**src/rtl/atan_pkg.sv**
```systemverilog
// Shared constants, types and the elementary angle table for the CORDIC angle block.
// Depends on nothing; atan_prep, atan_cell, atan_post and atan2_angle_degrees import it.
package atan_pkg;

    // Default parameter values for the top level.
    localparam int COORD_WIDTH_DEF     = 16;
    localparam int ANGLE_FRAC_BITS_DEF = 7;
    localparam int ITERATIONS_DEF      = 16;

    // Fixed-point formats: guard bits on coordinates, fraction bits of the angle sum.
    localparam int GUARD_BITS = 16;
    localparam int ACC_FRAC   = 24;
    // Angle accumulator width: signed, covers -100 to +280 degrees with 24 fraction bits.
    localparam int ZW         = 35;
    localparam int OUT_WIDTH  = 16;
    localparam int TABLE_LEN  = 32;
    localparam int ELEM_WIDTH = 30;

    localparam logic signed [ZW-1:0] HALF_TURN = ZW'(180) <<< ACC_FRAC;
    localparam logic signed [ZW-1:0] FULL_TURN = ZW'(360) <<< ACC_FRAC;

    // atan(2^-i) in degrees times 2^24, rounded to nearest.
    localparam logic [ELEM_WIDTH-1:0] ELEM_ANGLE [0:TABLE_LEN-1] = '{
        30'd754974720, 30'd445687602, 30'd235489088, 30'd119537938,
        30'd60000934,  30'd30029717,  30'd15018523,  30'd7509720,
        30'd3754917,   30'd1877466,   30'd938734,    30'd469367,
        30'd234684,    30'd117342,    30'd58671,     30'd29335,
        30'd14668,     30'd7334,      30'd3667,      30'd1833,
        30'd917,       30'd458,       30'd229,       30'd115,
        30'd57,        30'd29,        30'd14,        30'd7,
        30'd4,         30'd2,         30'd1,         30'd0
    };

    // Special-case marks that travel with each item down the chain.
    typedef struct packed {
        logic zero_y;
        logic x_neg;
    } atan_flags_t;

endpackage

```
**src/rtl/atan_cell.sv**
```systemverilog
// One vectoring-mode micro-rotation by atan(2^-SHIFT), registered, with its own item slot.
// Depends on atan_pkg.
module atan_cell
    import atan_pkg::*;
#(
    parameter int W     = COORD_WIDTH_DEF + GUARD_BITS + 3,
    parameter int SHIFT = 0
) (
    input  logic                 clk,
    input  logic                 rst_n,
    input  logic                 in_valid,
    output logic                 in_ready,
    input  logic signed [W-1:0]  x_in,
    input  logic signed [W-1:0]  y_in,
    input  logic signed [ZW-1:0] z_in,
    input  atan_flags_t          flags_in,
    output logic                 out_valid,
    input  logic                 out_ready,
    output logic signed [W-1:0]  x_out,
    output logic signed [W-1:0]  y_out,
    output logic signed [ZW-1:0] z_out,
    output atan_flags_t          flags_out
);
    localparam logic signed [ZW-1:0] STEP_ANGLE = ZW'(ELEM_ANGLE[SHIFT]);

    logic                 valid_reg;
    logic signed [W-1:0]  x_reg, x_next;
    logic signed [W-1:0]  y_reg, y_next;
    logic signed [ZW-1:0] z_reg, z_next;
    atan_flags_t          flags_reg;
    logic signed [W-1:0]  dx, dy;

    assign in_ready = !valid_reg || out_ready;

    // Rotate toward y = 0; arithmetic shifts round toward minus infinity.
    always_comb
    begin
        dx = y_in >>> SHIFT;
        dy = x_in >>> SHIFT;
        if (!y_in[W-1])
        begin
            x_next = x_in + dx;
            y_next = y_in - dy;
            z_next = z_in + STEP_ANGLE;
        end
        else
        begin
            x_next = x_in - dx;
            y_next = y_in + dy;
            z_next = z_in - STEP_ANGLE;
        end
    end

    always_ff @(posedge clk or negedge rst_n)
    begin
        if (!rst_n)
        begin
            valid_reg <= 1'b0;
        end
        else if (in_ready)
        begin
            valid_reg <= in_valid;
        end
    end

    always_ff @(posedge clk)
    begin
        if (in_valid && in_ready)
        begin
            x_reg     <= x_next;
            y_reg     <= y_next;
            z_reg     <= z_next;
            flags_reg <= flags_in;
        end
    end

    assign out_valid = valid_reg;
    assign x_out     = x_reg;
    assign y_out     = y_reg;
    assign z_out     = z_reg;
    assign flags_out = flags_reg;
endmodule

```
**config.mk**
```make
export PLATFORM = sky130hd
export DESIGN_NAME = atan_cell
export DESIGN_NICKNAME = d
export VERILOG_FILES = /design/src/rtl/atan_pkg.sv /design/src/rtl/atan_cell.sv
export SDC_FILE = /design/constraint.sdc
export NUM_CORES = 1
export LEC_CHECK = 0
export ABC_AREA = 1
export BUFFER_PORTS_ARGS = -buffer_cell sky130_fd_sc_hd__buf_4
export CAP_MARGIN = 20
export CORE_ASPECT_RATIO = 0.9
export CORE_MARGIN = 2
export CORE_UTILIZATION = 40
export CTS_CLUSTER_SIZE = 25
export DETAILED_ROUTE_END_ITERATION = 16
export GPL_ROUTABILITY_DRIVEN = 0
export PLACE_DENSITY_LB_ADDON = 0.08
export SLEW_MARGIN = 20
export SYNTH_ARGS = -nofsm -noshare
export SYNTH_HDL_FRONTEND = slang
export SYNTH_SLANG_ARGS = --single-unit
```
**constraint.sdc**
```tcl
create_clock -name clk -period 7.7 [get_ports clk]
set_clock_uncertainty 0.2 [all_clocks]
set_input_delay 0.385 -clock clk [delete_from_list [all_inputs] [get_ports clk]]
set_output_delay 0.385 -clock clk [all_outputs]
set_load 0.05 [all_outputs]
```
After elaboration in Yosys (flattened, before gate mapping)
Cells that the tools add are included. Widths: inputs -> output; s select.

Add/sub/neg operators: 5. Multiplexer cells: 3. Reductions and logical operators: 3.

Operator list (count): $mux 35 (3); $sub 35x35->35 (2); $add 35x31->35 const B (1); $add 35x35->35 (1); $sub 35x31->35 const B (1); $logic_and 1x1->1 (1); $logic_not 1->1 (1); $logic_or 1x1->1 (1).

Bits of input ports: 111. Output and inout bits: 109. Word-level logic and storage cells: 17. Flip-flop bits (word level): 108.

Longest topological paths before layout
Word-level depth: 3. Depth in mapped cells: 17. Mapped depth without buffers: 16.

Least setup slack after synthesis
Ideal clock, no wire load.

Path kind: reg2reg. Start: register valid_reg (netlist: out_valid). End: register flags_reg, in the netlist flags_out[0], enable pin. Data required time: 6.895 ns. Data arrival time: 5.790 ns. Clock period less this slack: 6.595 ns. Buffers on the path: 0. Setup time: 0.605 ns. Setup slack: 1.105 ns. Stages on the path, launching flop included: 2. Cell sequence: dfrtp_1 -> a21oi_1.

Longest elaborated chain between the ends: 3.

RTL lines: start: declaration (line atan_cell.sv:26) `logic valid_reg;`; start signal: assignment (line atan_cell.sv:62) `valid_reg <= in_valid;`; $logic_not 1->1 (line atan_cell.sv:33) `assign in_ready = !valid_reg || out_ready;`; $logic_or 1x1->1 (line atan_cell.sv:33); $logic_and 1x1->1 (line atan_cell.sv:68) `if (in_valid && in_ready)`; end signal: assignment (line atan_cell.sv:73) `flags_reg <= flags_in;`; end: declaration (line atan_cell.sv:30) `atan_flags_t flags_reg;`.

No other way between the ends. A chain may end at the register's enable or synchronous reset.

Final worst setup path
Start: input y_in[34]. End: register z_reg[31] (netlist: z_out[31]), data pin.

Longest elaborated chain between the ends: 1.

RTL lines: start: declaration (line atan_cell.sv:14) `input logic signed [W-1:0] y_in,`; $mux 35 (line atan_cell.sv:40) `if (!y_in[W-1])`; via z_next[31] (line atan_cell.sv:29) `logic signed [ZW-1:0] z_reg, z_next;`; end signal: assignment (line atan_cell.sv:72) `z_reg <= z_next;`; end: declaration (line atan_cell.sv:29).

The timed path passes the listed nets, and every way through them passes these cells.

==> results.cfg <==
[clock_network]
cts.clk_slew.worst_paths_ns = 0.08
cts_buffer_depth = 2
cts_tree = yes
clk_latency_ns = 0.36
cts_resized = 0
clock_sinks = 107
htree_levels = 3
cts-buffers-inserted = 9
cts_root_buffer = clkbuf_16

[setup_path]
reg2reg_from = out_valid
r2r_setup_slack_ns = 5.22
cp_top_family = buffers and inverters
worst_setup_path_end_kind = flip-flop
crit_slowest_cell = buf_4
slowest_delay_ns = 0.69
worst-path-buf-inv = 3
path_class = in -> reg
r2r_end = x_out[29]
worstSetupStartpointType = input pin
crit_fanout = 79
crit_chain = buf_4 -> inv_2 -> buf_4 -> ha_1 -> a21oi_1 -> o21ai_0 -> a21oi_1 -> nor2_1 -> nor2_1 -> xor2_1
rr_worst_depth = 3
crit_arrival_ns = 2.86
crit_required_ns = 7.61

[timing]
drv_slew = 0
fin_crit_sh_pct = 38.3
max_slew_margin_pct = 40.5
fmax_ghz = 0.339
hold_violations = 0
rsz0062_at_grt = false
worst_pin_slew_ns = 0.893
fin_crit_ns = 2.95
setup_viol = 0
tns_ns = 0
fin_ws_ns = 4.75

[logic_synthesis]
avgSynthCellArea_sq_um = 6.78
synthArstFlopShare_pct = 0.935
synth_top_family_by_area = simple AND/OR/NAND/NOR gates
synth-simple-area-share_pct = 33.4
seq_area_frac_synth_pct = 27.3
syn_area_sq_um = 11700
synthDistinctLibCells = 48
synth_compound_area_share_pct = 11.8
synthXorXnorAreaFrac_pct = 2.97
synth_seq_cells = 107
synth_edf_count = 106
synth-warning-count = 0
synthAdderAreaFrac_pct = 12.5
ys.flop_type = edfxtp_1
syn_nets = 1959
synthesis.instances = 1733
synthMuxAreaShare_pct = 0.0852

[floorplanning]
rows = 59
fp.dieW_um = 185
die_h_um = 167
initial_utilization_pct = 40.6
dieArea_sq_um = 30800
ios = 220
core_area_sq_um = 28900

[hold_path]
hold_path_class = in -> reg
min_to = out_valid
min_delay_path_depth = 3
min_from = in_valid

[route]
routed_wirelength_um = 39600
drc = 0
vias_per_cell = 5.13
dr.pass1.iters = 8
drtIter0Drc = 1105
ant_nets = 0
wl_per_cell_um = 16.9
vias = 12000

[power]
p_per_area_nw_per_um2 = 160
irDropWorstVdd_mv = 0.105
fin_total_pwr_mw = 2.26
clockPowerShare_pct = 21.4
p_int_mw = 1.26
p_sw_mw = 1.00
seqPwrFrac_pct = 32.3
p_leak_nw = 7.15
combPwrFrac_pct = 46.3
swShare_pct = 44.2

[cells_and_area]
area_delta_synth_final_pct = 20.4
drive_above_1_share_pct = 17.9
multi_input_area_sq_um = 7140
stdcell_area_sq_um = 14100
fillers = 3017
seq_area_sq_um = 3210
final_core_util_pct = 48.9
finalNetCount = 2171
antenna_cells = 0

[place]
dp.final_hpwl_um = 32500
dp_slack_ns = 4.41
port_buffers = 219
place_area_sq_um = 13600

[flow_run]
maxCapViolCount = 0

[global_route]
grt_overflow = 0
antenna_found_initial = 0
grt_use_total_pct = 25.5
grt_start_max_net_pins = 80
grt_pass1_wl_um = 60700
grt_pass1_vias = 11300

[outcome]
outcome = finished, final reports clean
-- layer usage --
metal / routed length, um / GRT usage (%)
met1: 19000 / 38.4
met3: 3420 / 3.11
met5: 0 / 0
met2: 16300 / 38.3
met4: 871 / 6.38
-- power by group through the flow --
stage	Sequential (mW)	Combinational, mW	Clock [mW]
floorplan	0.926	0.534	0
global placement	0.744	1.01	0
detailed placement	0.745	1.02	0
CTS	0.732	1.03	0.498
global route	0.736	1.14	0.518
finish	0.731	1.05	0.484
-- synth_stat cells (4+ instances only) --
master | n | area, sq um
ha_1 | 111 | 1390
nor3_2 | 5 | 50.1
buf_6 | 8 | 90.1
inv_2 | 17 | 63.8
a21oi_2 | 9 | 78.8
nand2_1 | 497 | 1870
o21ai_0 | 65 | 325
nor3_1 | 8 | 40.0
nor2_4 | 5 | 56.3
inv_1 | 267 | 1000
and2_1 | 5 | 31.3
nand3_1 | 158 | 791
nor2_1 | 122 | 458
a21oi_1 | 118 | 591
buf_4 | 23 | 173
xor2_1 | 33 | 289
o22ai_1 | 4 | 25.0
nor2_2 | 22 | 138
o21ai_1 | 18 | 90.1
clkbuf_1 | 4 | 15.0
nand2_2 | 32 | 200
fa_1 | 4 | 80.1
buf_2 | 7 | 35.0
xnor2_1 | 5 | 43.8
o21bai_1 | 21 | 158
nand3_2 | 6 | 60.1
nand4_1 | 17 | 106
buf_1 | 5 | 18.8
edfxtp_1 | 106 | 3180
-- state kept, by name, summed over array words and instances, names as in the netlist --
name / cells
flags_out: 2
out_valid: 1
x_out: 34
y_out: 35
z_out: 35
-- logic make-up after synthesis --
| group | count (synthesis) |
|---|---|
| and+or+nand+nor | 890 |
| DFF | 107 |
| muxes | 1 |
| AOI/OAI and AO/OA | 249 |
| xor gates and xnor gates | 39 |
| buffers and inverters | 332 |
| adders and majority gates | 115 |
-- tightest hold or removal path: stages --
cell	delay (ns)
buf_4	0.07
inv_1	0.06
nand2_1	0.07
-- area by class of cell --
type,count,share of cell area [%]
clock inverter,6,0.416
multi-input combinational,1294,50.5
timing repair buffer,249,13.7
inverter,284,7.54
clock buffer,10,1.62
sequential,107,22.7
tap,396,3.50
-- placed cells by master, fill, tap and decap left out, types with 6 or more instances in the layout --
cell           synthesis  routed
nand4_1               17      17
buf_4                 23     222
xor2_1                33      33
ha_1                 111     111
nand2_2               32      32
inv_2                 17      18
nor2_2                22      22
clkbuf_16              0       9
nor3_1                 8       8
edfxtp_1             106     106
o21ai_1               18      18
nand3_1              158     158
a21oi_1              118     117
o21ai_0               65      65
nand3_2                6       6
nand2_1              497     497
o21bai_1              21      21
nor2_1               122     122
inv_1                267     266
a21oi_2                9       9
dlygate4sd3_1          0      27
-- what timing repair did --
action | 4_1_cts | 5_1_grt
endpoints found under the hold margin | 27 | 0
hold buffers | 27 | 0
setup endpoints to repair | 0 | 0
setup buffers | 0 | 0
-- metrics by stage --
step                      instances  hold slack [ns]
after floorplan                1733           -0.111
after global placement         2303          -0.0371
after detailed placement       2303          -0.0379
after CTS                      2346           0.0472
after global routing           2346           0.0713
final                          2346           0.0542
-- how the worst max path moves through the flow --
stage	from	endpoint	depth (start not counted)
floorplan	out_valid	flags_out[0]	1
global placement	y_in[34]	z_out[32]	10
detailed placement	y_in[34]	z_out[31]	10
CTS	y_in[34]	z_out[31]	10
global route	y_in[34]	z_out[31]	10
finish	y_in[34]	z_out[31]	10
Note: power is estimated with default switching activity, not from simulation.
