$ cat config.mk
export PLATFORM = sky130hd
export DESIGN_NAME = atan_post
export DESIGN_NICKNAME = d
export VERILOG_FILES = /design/src/rtl/atan_pkg.sv /design/src/rtl/atan_post.sv
export SDC_FILE = /design/constraint.sdc
export NUM_CORES = 1
export LEC_CHECK = 0
export BUFFER_PORTS_ARGS = -buffer_cell sky130_fd_sc_hd__buf_4
export CAP_MARGIN = 20
export CORE_UTILIZATION = 30
export DETAILED_ROUTE_END_ITERATION = 8
export GPL_ROUTABILITY_DRIVEN = 0
export SLEW_MARGIN = 20
export SYNTH_ARGS = -nofsm -noshare
export SYNTH_HDL_FRONTEND = slang
export SYNTH_SLANG_ARGS = --single-unit
export TNS_END_PERCENT = 30
$ cat constraint.sdc
create_clock -name clk -period 4.51 [get_ports clk]
set_input_delay 0.6765 -clock clk [delete_from_list [all_inputs] [get_ports clk]]
set_output_delay 0.6765 -clock clk [all_outputs]
set_load 0.01 [all_outputs]
$ cat src/rtl/atan_pkg.sv
// Shared constants, types and the elementary angle table for the CORDIC angle block.
// Depends on nothing; atan_prep, atan_cell, atan_post and atan2_angle_degrees import it.
package atan_pkg;

    // Default parameter values for the top level.
    localparam int COORD_WIDTH_DEF     = 16;
    localparam int ANGLE_FRAC_BITS_DEF = 7;
    localparam int ITERATIONS_DEF      = 16;

    // Fixed-point formats: guard bits on coordinates, fraction bits of the angle sum.
    localparam int GUARD_BITS = 16;
    localparam int ACC_FRAC   = 24;
    // Angle accumulator width: signed, covers -100 to +280 degrees with 24 fraction bits.
    localparam int ZW         = 35;
    localparam int OUT_WIDTH  = 16;
    localparam int TABLE_LEN  = 32;
    localparam int ELEM_WIDTH = 30;

    localparam logic signed [ZW-1:0] HALF_TURN = ZW'(180) <<< ACC_FRAC;
    localparam logic signed [ZW-1:0] FULL_TURN = ZW'(360) <<< ACC_FRAC;

    // atan(2^-i) in degrees times 2^24, rounded to nearest.
    localparam logic [ELEM_WIDTH-1:0] ELEM_ANGLE [0:TABLE_LEN-1] = '{
        30'd754974720, 30'd445687602, 30'd235489088, 30'd119537938,
        30'd60000934,  30'd30029717,  30'd15018523,  30'd7509720,
        30'd3754917,   30'd1877466,   30'd938734,    30'd469367,
        30'd234684,    30'd117342,    30'd58671,     30'd29335,
        30'd14668,     30'd7334,      30'd3667,      30'd1833,
        30'd917,       30'd458,       30'd229,       30'd115,
        30'd57,        30'd29,        30'd14,        30'd7,
        30'd4,         30'd2,         30'd1,         30'd0
    };

    // Special-case marks that travel with each item down the chain.
    typedef struct packed {
        logic zero_y;
        logic x_neg;
    } atan_flags_t;

endpackage

$ cat src/rtl/atan_post.sv
// Last two cells: move the angle into [0, 360), then round, wrap and apply special cases.
// Depends on atan_pkg.
module atan_post
    import atan_pkg::*;
#(
    parameter int AFB = ANGLE_FRAC_BITS_DEF
) (
    input  logic                 clk,
    input  logic                 rst_n,
    input  logic                 in_valid,
    output logic                 in_ready,
    input  logic signed [ZW-1:0] z_in,
    input  atan_flags_t          flags_in,
    output logic                 out_valid,
    input  logic                 out_ready,
    output logic [OUT_WIDTH-1:0] angle_out
);
    localparam int            DROP      = ACC_FRAC - AFB;
    localparam logic [ZW-1:0] ROUND_BIT = ZW'(1) << (DROP - 1);
    localparam logic [ZW-1:0] WRAP      = ZW'(360) << AFB;
    localparam logic [ZW-1:0] ANGLE_180 = ZW'(180) << AFB;

    logic                 a_valid_reg;
    logic                 a_ready;
    logic [ZW-2:0]        za_reg, za_next;
    atan_flags_t          fa_reg;
    logic signed [ZW-1:0] z_fold;

    logic                 b_valid_reg;
    logic [ZW-1:0]        r_reg, r_next;
    logic [ZW-1:0]        r_sum, r_shift;

    assign a_ready  = !b_valid_reg || out_ready;
    assign in_ready = !a_valid_reg || a_ready;

    // Stage A: add a full turn to a negative angle, clamp what is still negative.
    always_comb
    begin
        z_fold = z_in[ZW-1] ? (z_in + FULL_TURN) : z_in;
        if (z_fold[ZW-1])
        begin
            za_next = '0;
        end
        else
        begin
            za_next = z_fold[ZW-2:0];
        end
    end

    // Stage B: round half up, wrap 360 to 0, override the y = 0 cases.
    always_comb
    begin
        r_sum   = {1'b0, za_reg} + ROUND_BIT;
        r_shift = r_sum >> DROP;
        if (fa_reg.zero_y)
        begin
            r_next = fa_reg.x_neg ? ANGLE_180 : '0;
        end
        else if (r_shift >= WRAP)
        begin
            r_next = r_shift - WRAP;
        end
        else
        begin
            r_next = r_shift;
        end
    end

    always_ff @(posedge clk or negedge rst_n)
    begin
        if (!rst_n)
        begin
            a_valid_reg <= 1'b0;
            b_valid_reg <= 1'b0;
        end
        else
        begin
            if (in_ready)
            begin
                a_valid_reg <= in_valid;
            end
            if (a_ready)
            begin
                b_valid_reg <= a_valid_reg;
            end
        end
    end

    always_ff @(posedge clk)
    begin
        if (in_valid && in_ready)
        begin
            za_reg <= za_next;
            fa_reg <= flags_in;
        end
        if (a_valid_reg && a_ready)
        begin
            r_reg <= r_next;
        end
    end

    assign out_valid = b_valid_reg;
    assign angle_out = r_reg[OUT_WIDTH-1:0];

    // A folded angle stays below one full turn.
    assert property (@(posedge clk) disable iff (!rst_n)
        a_valid_reg |-> ({1'b0, za_reg} < FULL_TURN))
    else $error("folded angle reached a full turn");

    // The rounded and wrapped angle stays below 360 degrees.
    assert property (@(posedge clk) disable iff (!rst_n)
        b_valid_reg |-> (r_reg < WRAP))
    else $error("rounded angle not wrapped below 360 degrees");

    // A held result is not overwritten while the output is stalled.
    assert property (@(posedge clk) disable iff (!rst_n)
        (b_valid_reg && !out_ready) |=> (b_valid_reg && $stable(r_reg)))
    else $error("stalled result lost or changed");
endmodule

# After elaboration in Yosys (flattened, before gate mapping)
# Index checks and enable logic that the tools add are counted.
[classes]
n_shift = 0
n_lt_le_gt_ge = 1
div_mod_pow = 0
reduce_logical = 6
n_addsub = 3
n_mux = 4
multipliers = 0
n_bitwise = 0
eq_ne = 0
[op_table]
columns = ["operator", "n"]
rows = [
  ["34-bit by 17-bit adder with 35-bit output, second input constant", 1],
  ["35-bit by 34-bit adder with 35-bit output, second input constant", 1],
  ["35-bit 2-to-1 mux", 1],
  ["16-bit 2-to-1 mux", 2],
  ["18-bit by 16-bit >= comparator with 1-bit output, second input constant", 1],
  ["16-bit subtractor, second input constant", 1],
  ["15-bit 2-to-1 mux", 1],
  ["1-bit logical AND", 2],
  ["1-bit zero test", 2],
  ["1-bit logical OR", 2],
]
[word_totals]
regBits = 54
wordCells = 20
output_inout_bits = 18
ram_bits = 0
latch_bits = 0
mem_bits_ro = 0
mem_count = 0

# Depth between registers and ports, before layout
[depth]
depth_word = 4
depth_mapped = 13
depth_no_buf = 12

# Worst setup path before layout
# No wires, ideal clock.
[synth_path]
path_type = "register -> register"
startpoint = "reg za_reg[22]"
endpoint = "reg r_reg[11] (data pin)"
path_slack_ps = 1620
path_buffers = 1
arrival_time_ps = 2722
path_stages_with_launch = 13
setup_time_ps = 167
cell_sequence = "edfxtp_1 -> buf_2 -> nand3_1 -> nor4_1 -> xor2_1 -> inv_1 -> ha_1 -> nor3_1 -> a21oi_1 -> nand4_1 -> a211oi_2 -> nor3_1 -> a221oi_2"
[synth_via]
elab_chain_cells = 4
elab_cells_between_ends = 5
classes_between = "add/sub (2); order compare (1); mux (2)"
[synth_lines]
columns = ["element", "line_no", "text"]
rows = [
  ["start: declaration", "atan_post.sv:25", "logic [ZW-2:0] za_reg, za_next;"],
  ["start signal: assignment", "atan_post.sv:93", "za_reg <= za_next;"],
  ["34-bit by 17-bit adder with 35-bit output (*)", "atan_post.sv:53", "r_sum = {1'b0, za_reg} + ROUND_BIT;"],
  ["16-bit subtractor / 18-bit by 16-bit >= comparator with 1-bit output (equally long branches)", "atan_post.sv:61, atan_post.sv:59", ""],
  ["16-bit 2-to-1 mux (*)", "atan_post.sv:59", "else if (r_shift >= WRAP)"],
  ["16-bit 2-to-1 mux (*)", "atan_post.sv:55", "if (fa_reg.zero_y)"],
  ["net r_next[11]", "atan_post.sv:30", "logic [ZW-1:0] r_reg, r_next;"],
  ["end signal: assignment", "atan_post.sv:98", "r_reg <= r_next;"],
  ["end: declaration", "atan_post.sv:30", ""],
]
# Mark *: on every way through the listed nets, which the timed path passes. The rest lies on a longest branch.
# A chain may end at the register's enable or synchronous reset.

# Final worst setup path
# Same ends and word-level chain as after synthesis.

==> qor.yml <==
fillCellCount: 788
dp_hpwl_um: 3570
fp.coreArea_sq_mm: 0.00773
peakVddDrop_v: 0.0000970
cts_buffers: 5
syn-cell-area_sq_mm: 0.00240
stdcell_area_sq_mm: 0.00289
setup_viol: 0
fmax_mhz: 285
portBuffers: 42
cp.required_ns: 4.63
ioPinCount: 59
drt_iter0_markers: 149
finalCritPeriodShare: 0.778
r2r_end: "r_reg[11]"
hold_class: "in -> async"
first_global_vias: 1691
r2r_cells: 11
r2r-start: "za_reg[22]"
async_flop_share: 0.0526
fin_total_pwr_uw: 896
p_switching_uw: 231
drive_gt1_frac: 0.219
nets: 322
die-area_sq_mm: 0.00836
swShare: 0.258
antenna_found_initial: 0
p_per_area_mw_per_mm2: 310
pwr-share-clk: 0.316
grt_max_degree: 21
criticalPathCategory: "reg -> reg"
cts_tree: "yes"
n_antenna_cell: 0
critPathLaunchType: "flip-flop"
synth-main-ff-cell: "edfxtp_1"
finalSetupTns_ns: 0
cts_setup_buffers: 0
hold_buffers: 0
avgSynthCellArea_sq_um: 9.96
worstPathArrival_ns: 3.63
crit_family: "simple AND/OR/NAND/NOR gates"
worstMarginPinSlew_ns: 0.816
skew_ns: 0.00777
largest_reg_flops: 18
maxSlewViolCount: 0
min_period_ns: 3.51
cts_buffer_depth: 2
vias_per_cell: 4.86
ctsResizeCount: 0
vias: 1848
drc: 0
hold-worst-slack_ns: 0.152
power_frac_comb: 0.179
slew_headroom: 0.456
path_cells: "nand3_1 -> nor4_1 -> xor2_1 -> inv_1 -> ha_1 -> nor3_1 -> a21oi_1 -> nand4_1 -> a211oi_2 -> nor3_1 -> a221oi_2"
seq_area_frac_synth: 0.471
numClockSinks: 38
root_buffer: "clkbuf_8"
crit_fanout: 10
gr-total-overflow: 0
grt_pass1_wl_um: 7460
post_drt_wl_per_cell_um: 12.2
worstSetupEndpointType: "flip-flop"
h-tree-depth: 2
rsz0062_at_grt: "no"
die_h_um: 91.4
p_int_uw: 665
area_delta_synth_final_pct: 20.5
netlist_instances: 241
clkTransAtPathRegs_ns: 0.08
synth.distinct_cells: 52
yosys_warnings: 0
drtAntennaViolNets: 0
crit_buf_inv: 1
rows: 32
cp_common_cell: "nor3_1"
syn_nets: 286
pre_cts_slack_ns: 1.08
hold_viol_final: 0
ys_ff_latch: 38
die_w_um: 91.4
max_stage_delay_ns: 0.65
worst-r2r-setup-slack_ns: 1.00
outcome: "finished clean"
synth-edff-count: 36
wl_um: 4640
initial_core_util: 0.311
grt_usage: 0.112
dr.pass1.iters: 4
place_area_sq_mm: 0.00278
clock_latency_ns: 0.29
cpMaxStageDelayCell: "nor4_1"
power.leakage_uw: 0.00110
seqPwrFrac: 0.506
worst_slack_ns: 1.00
drv_cap: 0
[metrics by stage]
| stage | cells | util |
|---|---|---|
| after floorplan | 241 | - |
| after global placement | 372 | 0.360 |
| after detailed placement | 372 | 0.360 |
| after CTS | 380 | 0.374 |
| after global routing | 380 | 0.374 |
| final | 380 | 0.374 |
[metal layers]
metal	vias up	global-route usage	wire length [um]
li1	950	-	-
met1	839	0.140	2270
met2	50	0.180	2020
met3	9	0.0310	255
met4	0	0.0503	103
met5	-	0	0
[how the worst max path moves through the flow]
| stage | depth (start not counted) | startpoint | end | slack, ns |
|---|---|---|---|---|
| 2_1_floorplan | 12 | za_reg[22] | r_reg[11] | 1.62 |
| 3_3_place_gp | 11 | za_reg[22] | r_reg[11] | 1.12 |
| 3_5_place_dp | 11 | za_reg[22] | r_reg[11] | 1.08 |
| 4_1_cts | 11 | za_reg[22] | r_reg[11] | 1.03 |
| 5_1_grt | 11 | za_reg[22] | r_reg[11] | 0.69 |
| 6_report | 11 | za_reg[22] | r_reg[11] | 1.00 |
[synth_stat cells, types with 2 or more instances]
| cell | instances | share of area |
|---|---|---|
| edfxtp_1 | 36 | 0.45 |
| nor2_1 | 28 | 0.044 |
| nand2_1 | 18 | 0.028 |
| and3_1 | 17 | 0.044 |
| nor3_1 | 12 | 0.025 |
| xnor2_1 | 12 | 0.044 |
| inv_1 | 10 | 0.016 |
| clkbuf_1 | 9 | 0.014 |
| o21ai_0 | 8 | 0.017 |
| nand2b_1 | 7 | 0.018 |
| a21oi_1 | 6 | 0.013 |
| nand3_1 | 6 | 0.013 |
| and2_1 | 5 | 0.013 |
| nor4_1 | 5 | 0.013 |
| xor2_1 | 5 | 0.018 |
| a31oi_1 | 4 | 0.010 |
| ha_1 | 4 | 0.021 |
| buf_2 | 3 | 0.0063 |
| mux2i_1 | 3 | 0.013 |
| nand4_1 | 3 | 0.0078 |
| nor2b_1 | 3 | 0.0078 |
| or3_1 | 3 | 0.0078 |
| a2111oi_4 | 2 | 0.023 |
| a211oi_1 | 2 | 0.0063 |
| dfrtp_1 | 2 | 0.021 |
| nand3_2 | 2 | 0.0083 |
[area by class of cell]
| type | instances | area, sq um | share of cell area |
|---|---|---|---|
| tap | 102 | 128 | 0.0441 |
| multi-input combinational | 180 | 1170 | 0.405 |
| clock inverter | 3 | 40.0 | 0.0138 |
| sequential | 38 | 1130 | 0.391 |
| timing repair buffer | 42 | 315 | 0.109 |
| inverter | 10 | 37.5 | 0.0130 |
| clock buffer | 5 | 68.8 | 0.0238 |
[worst register-to-register path: stages (launching register included)]
cell      delay (ns)
edfxtp_1        0.56
nand3_1         0.23
nor4_1          0.65
xor2_1          0.20
inv_1           0.12
ha_1            0.29
nor3_1          0.10
a21oi_1         0.21
nand4_1         0.18
a211oi_2        0.40
nor3_1          0.12
a221oi_2        0.28
[cells in the final DEF, fill, tap and decap left out, types with 2 or more instances in the layout]
cell type and instances:
nand2_1 18, xor2_1 5, or3_1 3, nand4_1 3
ha_1 4, nand3_2 2, dfrtp_1 2, mux2i_1 3
a2111oi_4 2, buf_4 42, edfxtp_1 36, inv_1 10
nand3_1 6, and3_1 17, nor2_1 28, nor3_1 12
a21oi_1 6, nand2b_1 7, clkbuf_8 5, xnor2_1 12
clkinv_2 2, nor2b_1 3, o21ai_0 8, a31oi_1 4
and2_1 5, a211oi_1 2, nor4_1 5
[power groups by stage]
stage	sequential (uW)	combinational, uW	clock, uW
floorplan	455	106	0
global placement	460	159	0
detailed placement	461	162	0
CTS	453	162	291
global route	457	179	306
finish	453	160	283
[kinds of logic after synthesis]
kind of cell / synth area share
AO/OA/AOI/OAI: 0.133
XOR/XNOR: 0.0620
buffers and inverters: 0.0407
multiplexers: 0.0125
flip-flops: 0.471
AND/OR/NAND/NOR: 0.259
adder cells (fa/ha/maj): 0.0209
Note: power is estimated with default switching activity, not from simulation.
