$ cat config.mk
export PLATFORM = sky130hd
export DESIGN_NAME = atan_prep
export DESIGN_NICKNAME = d
export VERILOG_FILES = /design/src/rtl/atan_pkg.sv /design/src/rtl/atan_prep.sv
export SDC_FILE = /design/constraint.sdc
export NUM_CORES = 1
export LEC_CHECK = 0
export BUFFER_PORTS_ARGS = -buffer_cell sky130_fd_sc_hd__buf_2
export CELL_PAD_IN_SITES_DETAIL_PLACEMENT = 1
export CELL_PAD_IN_SITES_GLOBAL_PLACEMENT = 1
export CORE_ASPECT_RATIO = 0.75
export CORE_MARGIN = 1
export CORE_UTILIZATION = 35
export DETAILED_ROUTE_END_ITERATION = 12
export PLACE_DENSITY = 0.84
export SLEW_MARGIN = 15
export SYNTH_ARGS = -nofsm -noshare
export SYNTH_HDL_FRONTEND = slang
export SYNTH_SLANG_ARGS = --single-unit
$ cat constraint.sdc
create_clock -name clk -period 4.85 [get_ports clk]
set_clock_uncertainty 0.2 [all_clocks]
set_input_delay 0.2425 -clock clk [delete_from_list [all_inputs] [get_ports clk]]
set_output_delay 0.2425 -clock clk [all_outputs]
set_load 0.1 [all_outputs]
$ cat src/rtl/atan_pkg.sv
// Shared constants, types and the elementary angle table for the CORDIC angle block.
// Depends on nothing; atan_prep, atan_cell, atan_post and atan2_angle_degrees import it.
package atan_pkg;

    // Default parameter values for the top level.
    localparam int COORD_WIDTH_DEF     = 16;
    localparam int ANGLE_FRAC_BITS_DEF = 7;
    localparam int ITERATIONS_DEF      = 16;

    // Fixed-point formats: guard bits on coordinates, fraction bits of the angle sum.
    localparam int GUARD_BITS = 16;
    localparam int ACC_FRAC   = 24;
    // Angle accumulator width: signed, covers -100 to +280 degrees with 24 fraction bits.
    localparam int ZW         = 35;
    localparam int OUT_WIDTH  = 16;
    localparam int TABLE_LEN  = 32;
    localparam int ELEM_WIDTH = 30;

    localparam logic signed [ZW-1:0] HALF_TURN = ZW'(180) <<< ACC_FRAC;
    localparam logic signed [ZW-1:0] FULL_TURN = ZW'(360) <<< ACC_FRAC;

    // atan(2^-i) in degrees times 2^24, rounded to nearest.
    localparam logic [ELEM_WIDTH-1:0] ELEM_ANGLE [0:TABLE_LEN-1] = '{
        30'd754974720, 30'd445687602, 30'd235489088, 30'd119537938,
        30'd60000934,  30'd30029717,  30'd15018523,  30'd7509720,
        30'd3754917,   30'd1877466,   30'd938734,    30'd469367,
        30'd234684,    30'd117342,    30'd58671,     30'd29335,
        30'd14668,     30'd7334,      30'd3667,      30'd1833,
        30'd917,       30'd458,       30'd229,       30'd115,
        30'd57,        30'd29,        30'd14,        30'd7,
        30'd4,         30'd2,         30'd1,         30'd0
    };

    // Special-case marks that travel with each item down the chain.
    typedef struct packed {
        logic zero_y;
        logic x_neg;
    } atan_flags_t;

endpackage

$ cat src/rtl/atan_prep.sv
// First cell: sign extension, reduction to the right half plane and guard bits.
// Depends on atan_pkg.
module atan_prep
    import atan_pkg::*;
#(
    parameter int CW = COORD_WIDTH_DEF,
    parameter int W  = COORD_WIDTH_DEF + GUARD_BITS + 3
) (
    input  logic                 clk,
    input  logic                 rst_n,
    input  logic                 in_valid,
    output logic                 in_ready,
    input  logic signed [CW-1:0] y_in,
    input  logic signed [CW-1:0] x_in,
    output logic                 out_valid,
    input  logic                 out_ready,
    output logic signed [W-1:0]  x_out,
    output logic signed [W-1:0]  y_out,
    output logic signed [ZW-1:0] z_out,
    output atan_flags_t          flags_out
);
    logic                 valid_reg;
    logic signed [W-1:0]  x_reg, x_next;
    logic signed [W-1:0]  y_reg, y_next;
    logic signed [ZW-1:0] z_reg, z_next;
    atan_flags_t          flags_reg, flags_next;
    logic signed [W-1:0]  x_ext, y_ext;

    assign in_ready = !valid_reg || out_ready;

    // Negate a left-half-plane vector and start its angle at 180 degrees.
    always_comb
    begin
        x_ext             = {{(W-CW){x_in[CW-1]}}, x_in};
        y_ext             = {{(W-CW){y_in[CW-1]}}, y_in};
        flags_next.zero_y = (y_in == '0);
        flags_next.x_neg  = x_in[CW-1];
        if (x_in[CW-1])
        begin
            x_next = (-x_ext) <<< GUARD_BITS;
            y_next = (-y_ext) <<< GUARD_BITS;
            z_next = HALF_TURN;
        end
        else
        begin
            x_next = x_ext <<< GUARD_BITS;
            y_next = y_ext <<< GUARD_BITS;
            z_next = '0;
        end
    end

    always_ff @(posedge clk or negedge rst_n)
    begin
        if (!rst_n)
        begin
            valid_reg <= 1'b0;
        end
        else if (in_ready)
        begin
            valid_reg <= in_valid;
        end
    end

    always_ff @(posedge clk)
    begin
        if (in_valid && in_ready)
        begin
            x_reg     <= x_next;
            y_reg     <= y_next;
            z_reg     <= z_next;
            flags_reg <= flags_next;
        end
    end

    assign out_valid = valid_reg;
    assign x_out     = x_reg;
    assign y_out     = y_reg;
    assign z_out     = z_reg;
    assign flags_out = flags_reg;
endmodule

* After elaboration in Yosys (flattened, before gate mapping)
Cells that the tools add are included.
Word-level totals: input port bits 36, word-level logic and storage cells 16, output and inout bits 109, register bits after elaboration 108
Operators by class: $add $sub $neg 2, reductions and logical operators 4, mux-type cells 3
Operators by type and width (count):
- $neg A16 Y19 | 2
- $mux W35 | 1
- $mux W32 | 1
- $mux W31 | 1
- $logic_not A16 Y1 | 1
- $logic_and A1 B1 Y1 | 1
- $logic_not A1 Y1 | 1
- $logic_or A1 B1 Y1 | 1

* Depth between registers and ports, before layout
depth in word-level cells 3, mapped depth 6, gate-level depth less buffers 5

* Worst setup path before layout
Ideal clock, no wire load.
path kind register to register, start register valid_reg, in the netlist out_valid, end register flags_reg, in the netlist flags_out[1] (enable), period minus slack after synthesis 3354 ps, library setup time 401 ps, arrival 2753 ps, setup slack 1496 ps, path buffers 0, required time 4249 ps, stages on the path, launching flop included 3, cell sequence dfrtp_1 > nand2b_1 > and2_1
Between the ends: longest elaborated chain between the ends 3
RTL lines:
- start: declaration | RTL line atan_prep.sv:22 | logic valid_reg;
- start signal: assignment | RTL line atan_prep.sv:60 | valid_reg <= in_valid;
- $logic_not A1 Y1 | RTL line atan_prep.sv:29 | assign in_ready = !valid_reg || out_ready;
- $logic_or A1 B1 Y1 | RTL line atan_prep.sv:29
- via in_ready | RTL line atan_prep.sv:12 | output logic in_ready,
- $logic_and A1 B1 Y1 | RTL line atan_prep.sv:66 | if (in_valid && in_ready)
- end signal: assignment | RTL line atan_prep.sv:71 | flags_reg <= flags_next;
- end: declaration | RTL line atan_prep.sv:26 | atan_flags_t flags_reg, flags_next;
The timed path passes the listed nets, and every way through them passes these cells. A chain may end at the register's enable or synchronous reset.

* Worst setup path in the final report
start input port y_in[0], end register y_reg[32], in the netlist y_out[32], data pin
Between the ends: longest elaborated chain between the ends 2
RTL lines:
- start: declaration | RTL line atan_prep.sv:13 | input logic signed [CW-1:0] y_in,
- $neg A16 Y19 | RTL line atan_prep.sv:41 | y_next = (-y_ext) <<< GUARD_BITS;
- $mux W35 | RTL line atan_prep.sv:38 | if (x_in[CW-1])
- via y_next[32] | RTL line atan_prep.sv:24 | logic signed [W-1:0] y_reg, y_next;
- end signal: assignment | RTL line atan_prep.sv:69 | y_reg <= y_next;
- end: declaration | RTL line atan_prep.sv:24
The timed path passes the listed nets, and every way through them passes these cells.

==> metrics.txt <==
# TYPE chip_impl_metric gauge
chip_impl_metric{name="layout-drive-gt1-share",unit=""} 0.327
chip_impl_metric{name="max_clock_freq",unit="MHz"} 397
chip_impl_info{name="synth_commonest_cells",value="buf_4, edfxtp_1, xnor2_1, o41ai_1, o31ai_1"} 1
chip_impl_metric{name="hpwlAfterDp",unit="mm"} 3.93
chip_impl_info{name="run_status",value="complete, no violations"} 1
chip_impl_metric{name="average_detailed_routed_wire_length_per_instance",unit="µm"} 13.6
chip_impl_metric{name="cts_post_setup_buffers_inserted",unit=""} 0
chip_impl_info{name="yosys.cell_count.top_type",value="buf_4"} 1
chip_impl_metric{name="crit_fanout",unit=""} 7
chip_impl_info{name="yosys_most_used_dff",value="edfxtp_1"} 1
chip_impl_metric{name="mean_area_per_synthesized_cell",unit="µm²"} 11.7
chip_impl_metric{name="first_global_vias",unit=""} 1546
chip_impl_metric{name="gp_congestion",unit=""} 0.764
chip_impl_metric{name="die_w",unit="µm"} 99.1
chip_impl_metric{name="detail_route.wirelength.met1",unit="mm"} 2.24
chip_impl_metric{name="dr_total_vias",unit=""} 1640
chip_impl_metric{name="ios",unit=""} 145
chip_impl_info{name="end_kind",value="flip-flop"} 1
chip_impl_metric{name="min_period_over_period",unit=""} 0.520
chip_impl_metric{name="post_cts.resized_instances",unit=""} 0
chip_impl_metric{name="antenna_found_initial",unit=""} 0
chip_impl_metric{name="clk-insertion-delay-late",unit="ns"} 0.28
chip_impl_metric{name="dr.pass1.iters",unit=""} 4
chip_impl_metric{name="worst_slew_margin_rel",unit=""} 0.369
chip_impl_info{name="rsz0062_at_grt",value="false"} 1
chip_impl_metric{name="cts.sinks",unit=""} 41
chip_impl_metric{name="synth.yosys.warnings",unit=""} 0
chip_impl_metric{name="clkSlewWorstSetupHoldPaths",unit="ns"} 0.08
chip_impl_metric{name="data_required_time_of_the_critical_path",unit="ns"} 4.69
chip_impl_metric{name="layout-area-overhead-vs-synth",unit="%"} 15.0
chip_impl_metric{name="starting_drt_drc_count",unit=""} 21
chip_impl_metric{name="detailroute.wirelength.met2",unit="mm"} 2.52
chip_impl_metric{name="avgViaCountPerCell",unit=""} 4.34
chip_impl_metric{name="placement_rows",unit=""} 26
chip_impl_metric{name="postSynthCellCount",unit=""} 211
chip_impl_metric{name="globalRouteOverflowTotal",unit=""} 0
chip_impl_metric{name="tightestPinTransition",unit="ns"} 0.946
chip_impl_info{name="cts_tree",value="built"} 1
chip_impl_metric{name="cts_buffer_depth",unit=""} 2
chip_impl_metric{name="die_area",unit="mm²"} 0.00741
chip_impl_metric{name="grt_max_degree",unit=""} 41
chip_impl_metric{name="report.final.hold_viol_count",unit=""} 0
chip_impl_metric{name="final.fill_count",unit=""} 785
chip_impl_metric{name="clock_tree.htree_level_count",unit=""} 2
chip_impl_metric{name="finalWorstPathRequiredPeriod",unit="ns"} 2.52
chip_impl_info{name="topRoutingLayerUsed",value="met4"} 1
chip_impl_metric{name="synth_edf_count",unit=""} 40
chip_impl_metric{name="tritoncts.num_buffers",unit=""} 5
chip_impl_metric{name="diodes",unit=""} 0
chip_impl_info{name="hold_path.class",value="input port to flip-flop"} 1
chip_impl_metric{name="netlist-cell-type-count",unit=""} 28
chip_impl_metric{name="grt_util_all_layers",unit=""} 0.134
chip_impl_info{name="timing.setup.critical_path_class",value="input port to flip-flop"} 1
chip_impl_metric{name="initial_core_util",unit=""} 0.362
chip_impl_info{name="clock-root-buffer",value="clkbuf_8"} 1
chip_impl_metric{name="detail-route-antenna-nets",unit=""} 0
chip_impl_metric{name="powerDensity",unit="mW/mm²"} 429
chip_impl_metric{name="synth.cell_area",unit="mm²"} 0.00247
chip_impl_metric{name="residual_drc_count",unit=""} 0
chip_impl_metric{name="timing.critical_path.arrival",unit="ns"} 2.36
chip_impl_metric{name="power.ir.vdd_worst",unit="mV"} 0.143
chip_impl_metric{name="cap_violations",unit=""} 0
chip_impl_metric{name="synth_top_cell_area_share",unit=""} 0.486
chip_impl_metric{name="core-area",unit="mm²"} 0.00683
chip_impl_metric{name="final_cell_count_no_fill",unit=""} 378
chip_impl_metric{name="cts-hold-fix-buffers",unit=""} 4
chip_impl_metric{name="fin_setup_tns",unit="ns"} 0
chip_impl_metric{name="port_buffers",unit=""} 81
chip_impl_metric{name="grt_first_pass_wirelength",unit="mm"} 7.58
chip_impl_metric{name="setup_viol_count_final",unit=""} 0
chip_impl_metric{name="sequential_element_share_of_the_synthesized_area",unit=""} 0.496
chip_impl_metric{name="final_util",unit=""} 0.416
chip_impl_metric{name="synthArstFlopShare",unit=""} 0.0244
chip_impl_info{name="crit_path_start_kind",value="input port"} 1
chip_impl_metric{name="design.final.nets",unit=""} 331
chip_impl_metric{name="numPlacedInstances",unit=""} 366
chip_impl_info{name="synth_area_leader_cell",value="edfxtp_1"} 1
chip_impl_metric{name="final_max_slew_viol_count",unit=""} 0
chip_impl_info{name="synth_area_leaders",value="edfxtp_1, buf_4, xnor2_1, o41ai_1, o31ai_1"} 1
chip_impl_metric{name="die_h",unit="µm"} 74.8
chip_impl_metric{name="postRouteWirelength",unit="mm"} 5.13
chip_impl_metric{name="synth.ff_latch_count",unit=""} 41
chip_impl_metric{name="dr_wl_met3",unit="µm"} 352
chip_impl_metric{name="static-leakage-power",unit="µW"} 0.00122
cell usage in the layout, fill, tap and decap left out:
cell	n
a41oi_1	1
or4_1	5
and2_2	1
xnor2_1	25
or3b_2	1
a31oi_1	1
o41ai_2	1
nor2_1	3
inv_1	6
clkbuf_8	6
nand2b_1	4
o21ai_0	7
bufinv_16	1
nor4_1	2
nand2_1	5
edfxtp_1	40
dlygate4sd3_1	4
ha_1	2
buf_2	81
o41ai_1	9
conb_1	66
or4_4	2
xor2_1	2
or3_1	4
clkbuf_1	1
o31ai_1	8
dfrtp_1	1
or2_2	2
a21bo_1	2
nor4_2	1
per-layer routing:
metal | GRT usage | vias up
met1 | 0.157 | 780
met5 | 0 | -
met2 | 0.243 | 80
met4 | 0.0474 | 0
met3 | 0.0362 | 2
li1 | - | 778
state kept, by name, indices dropped and copies added (netlist names):
name	cells
flags_out	1
out_valid	1
x_out	19
y_out	19
z_out	1
layout make-up:
cell class	count	area [µm²]	share of cell area
clock buffers	7	86.3	0.0304
inverters	6	22.5	0.00792
multi-input cells	154	928	0.326
repair buffers	85	445	0.157
clock inverters	1	30.0	0.0106
flip-flops and latches	41	1230	0.431
well taps	84	105	0.0370
per-stage QoR:
step                      hold WS [ns]  total power, µW  instance area (µm²)  setup slack (ns)
final                           0.0468             1220                 2840              2.33
after global routing            0.0613             1260                 2840              2.27
after CTS                       0.0512             1230                 2840              2.35
after detailed placement        -0.178              944                 2690              2.59
after global placement          -0.182              937                 2690              2.66
after floorplan                 -0.253              925                 2720              1.50
power by group:
part | switching (µW) | total, µW | internal (µW)
Clock | 115 | 283 | 168
Sequential | 6.00 | 427 | 421
Combinational | 457 | 511 | 53.8
Total | 578 | 1220 | 643
worst max-delay path, cell delays in order:
cell,delay [ns]
dlygate4sd3_1,0.53
buf_2,0.14
inv_1,0.06
ha_1,0.15
or3b_2,0.56
or4_4,0.47
a21bo_1,0.21
final timing paths:
path | cells past startpoint | to | from | slack, ns
hold / removal | 3 | out_valid | out_ready | 0.05
min in group asynchronous | 2 | out_valid | rst_n | 0.06
hold reg to reg | 2 | out_valid | out_valid | 0.33
setup / recovery | 7 | y_out[32] | y_in[0] | 2.33
setup reg to reg | 2 | y_out[21] | out_valid | 2.99
max in group asynchronous | 2 | out_valid | rst_n | 4.31
cells by family (layout without fill, tap and decap cells):
group / after synthesis / in the layout / share of synthesized area
AO/OA/AOI/OAI: 29 / 29 / 0.0911
XOR/XNOR: 27 / 27 / 0.0956
adder cells (fa/ha/maj): 2 / 2 / 0.0101
buffers and inverters: 81 / 99 / 0.228
flip-flops: 41 / 41 / 0.496
other: 1 / 66 / 0.00152
AND/OR/NAND/NOR: 30 / 30 / 0.0779
(Power assumes the default switching activity.)
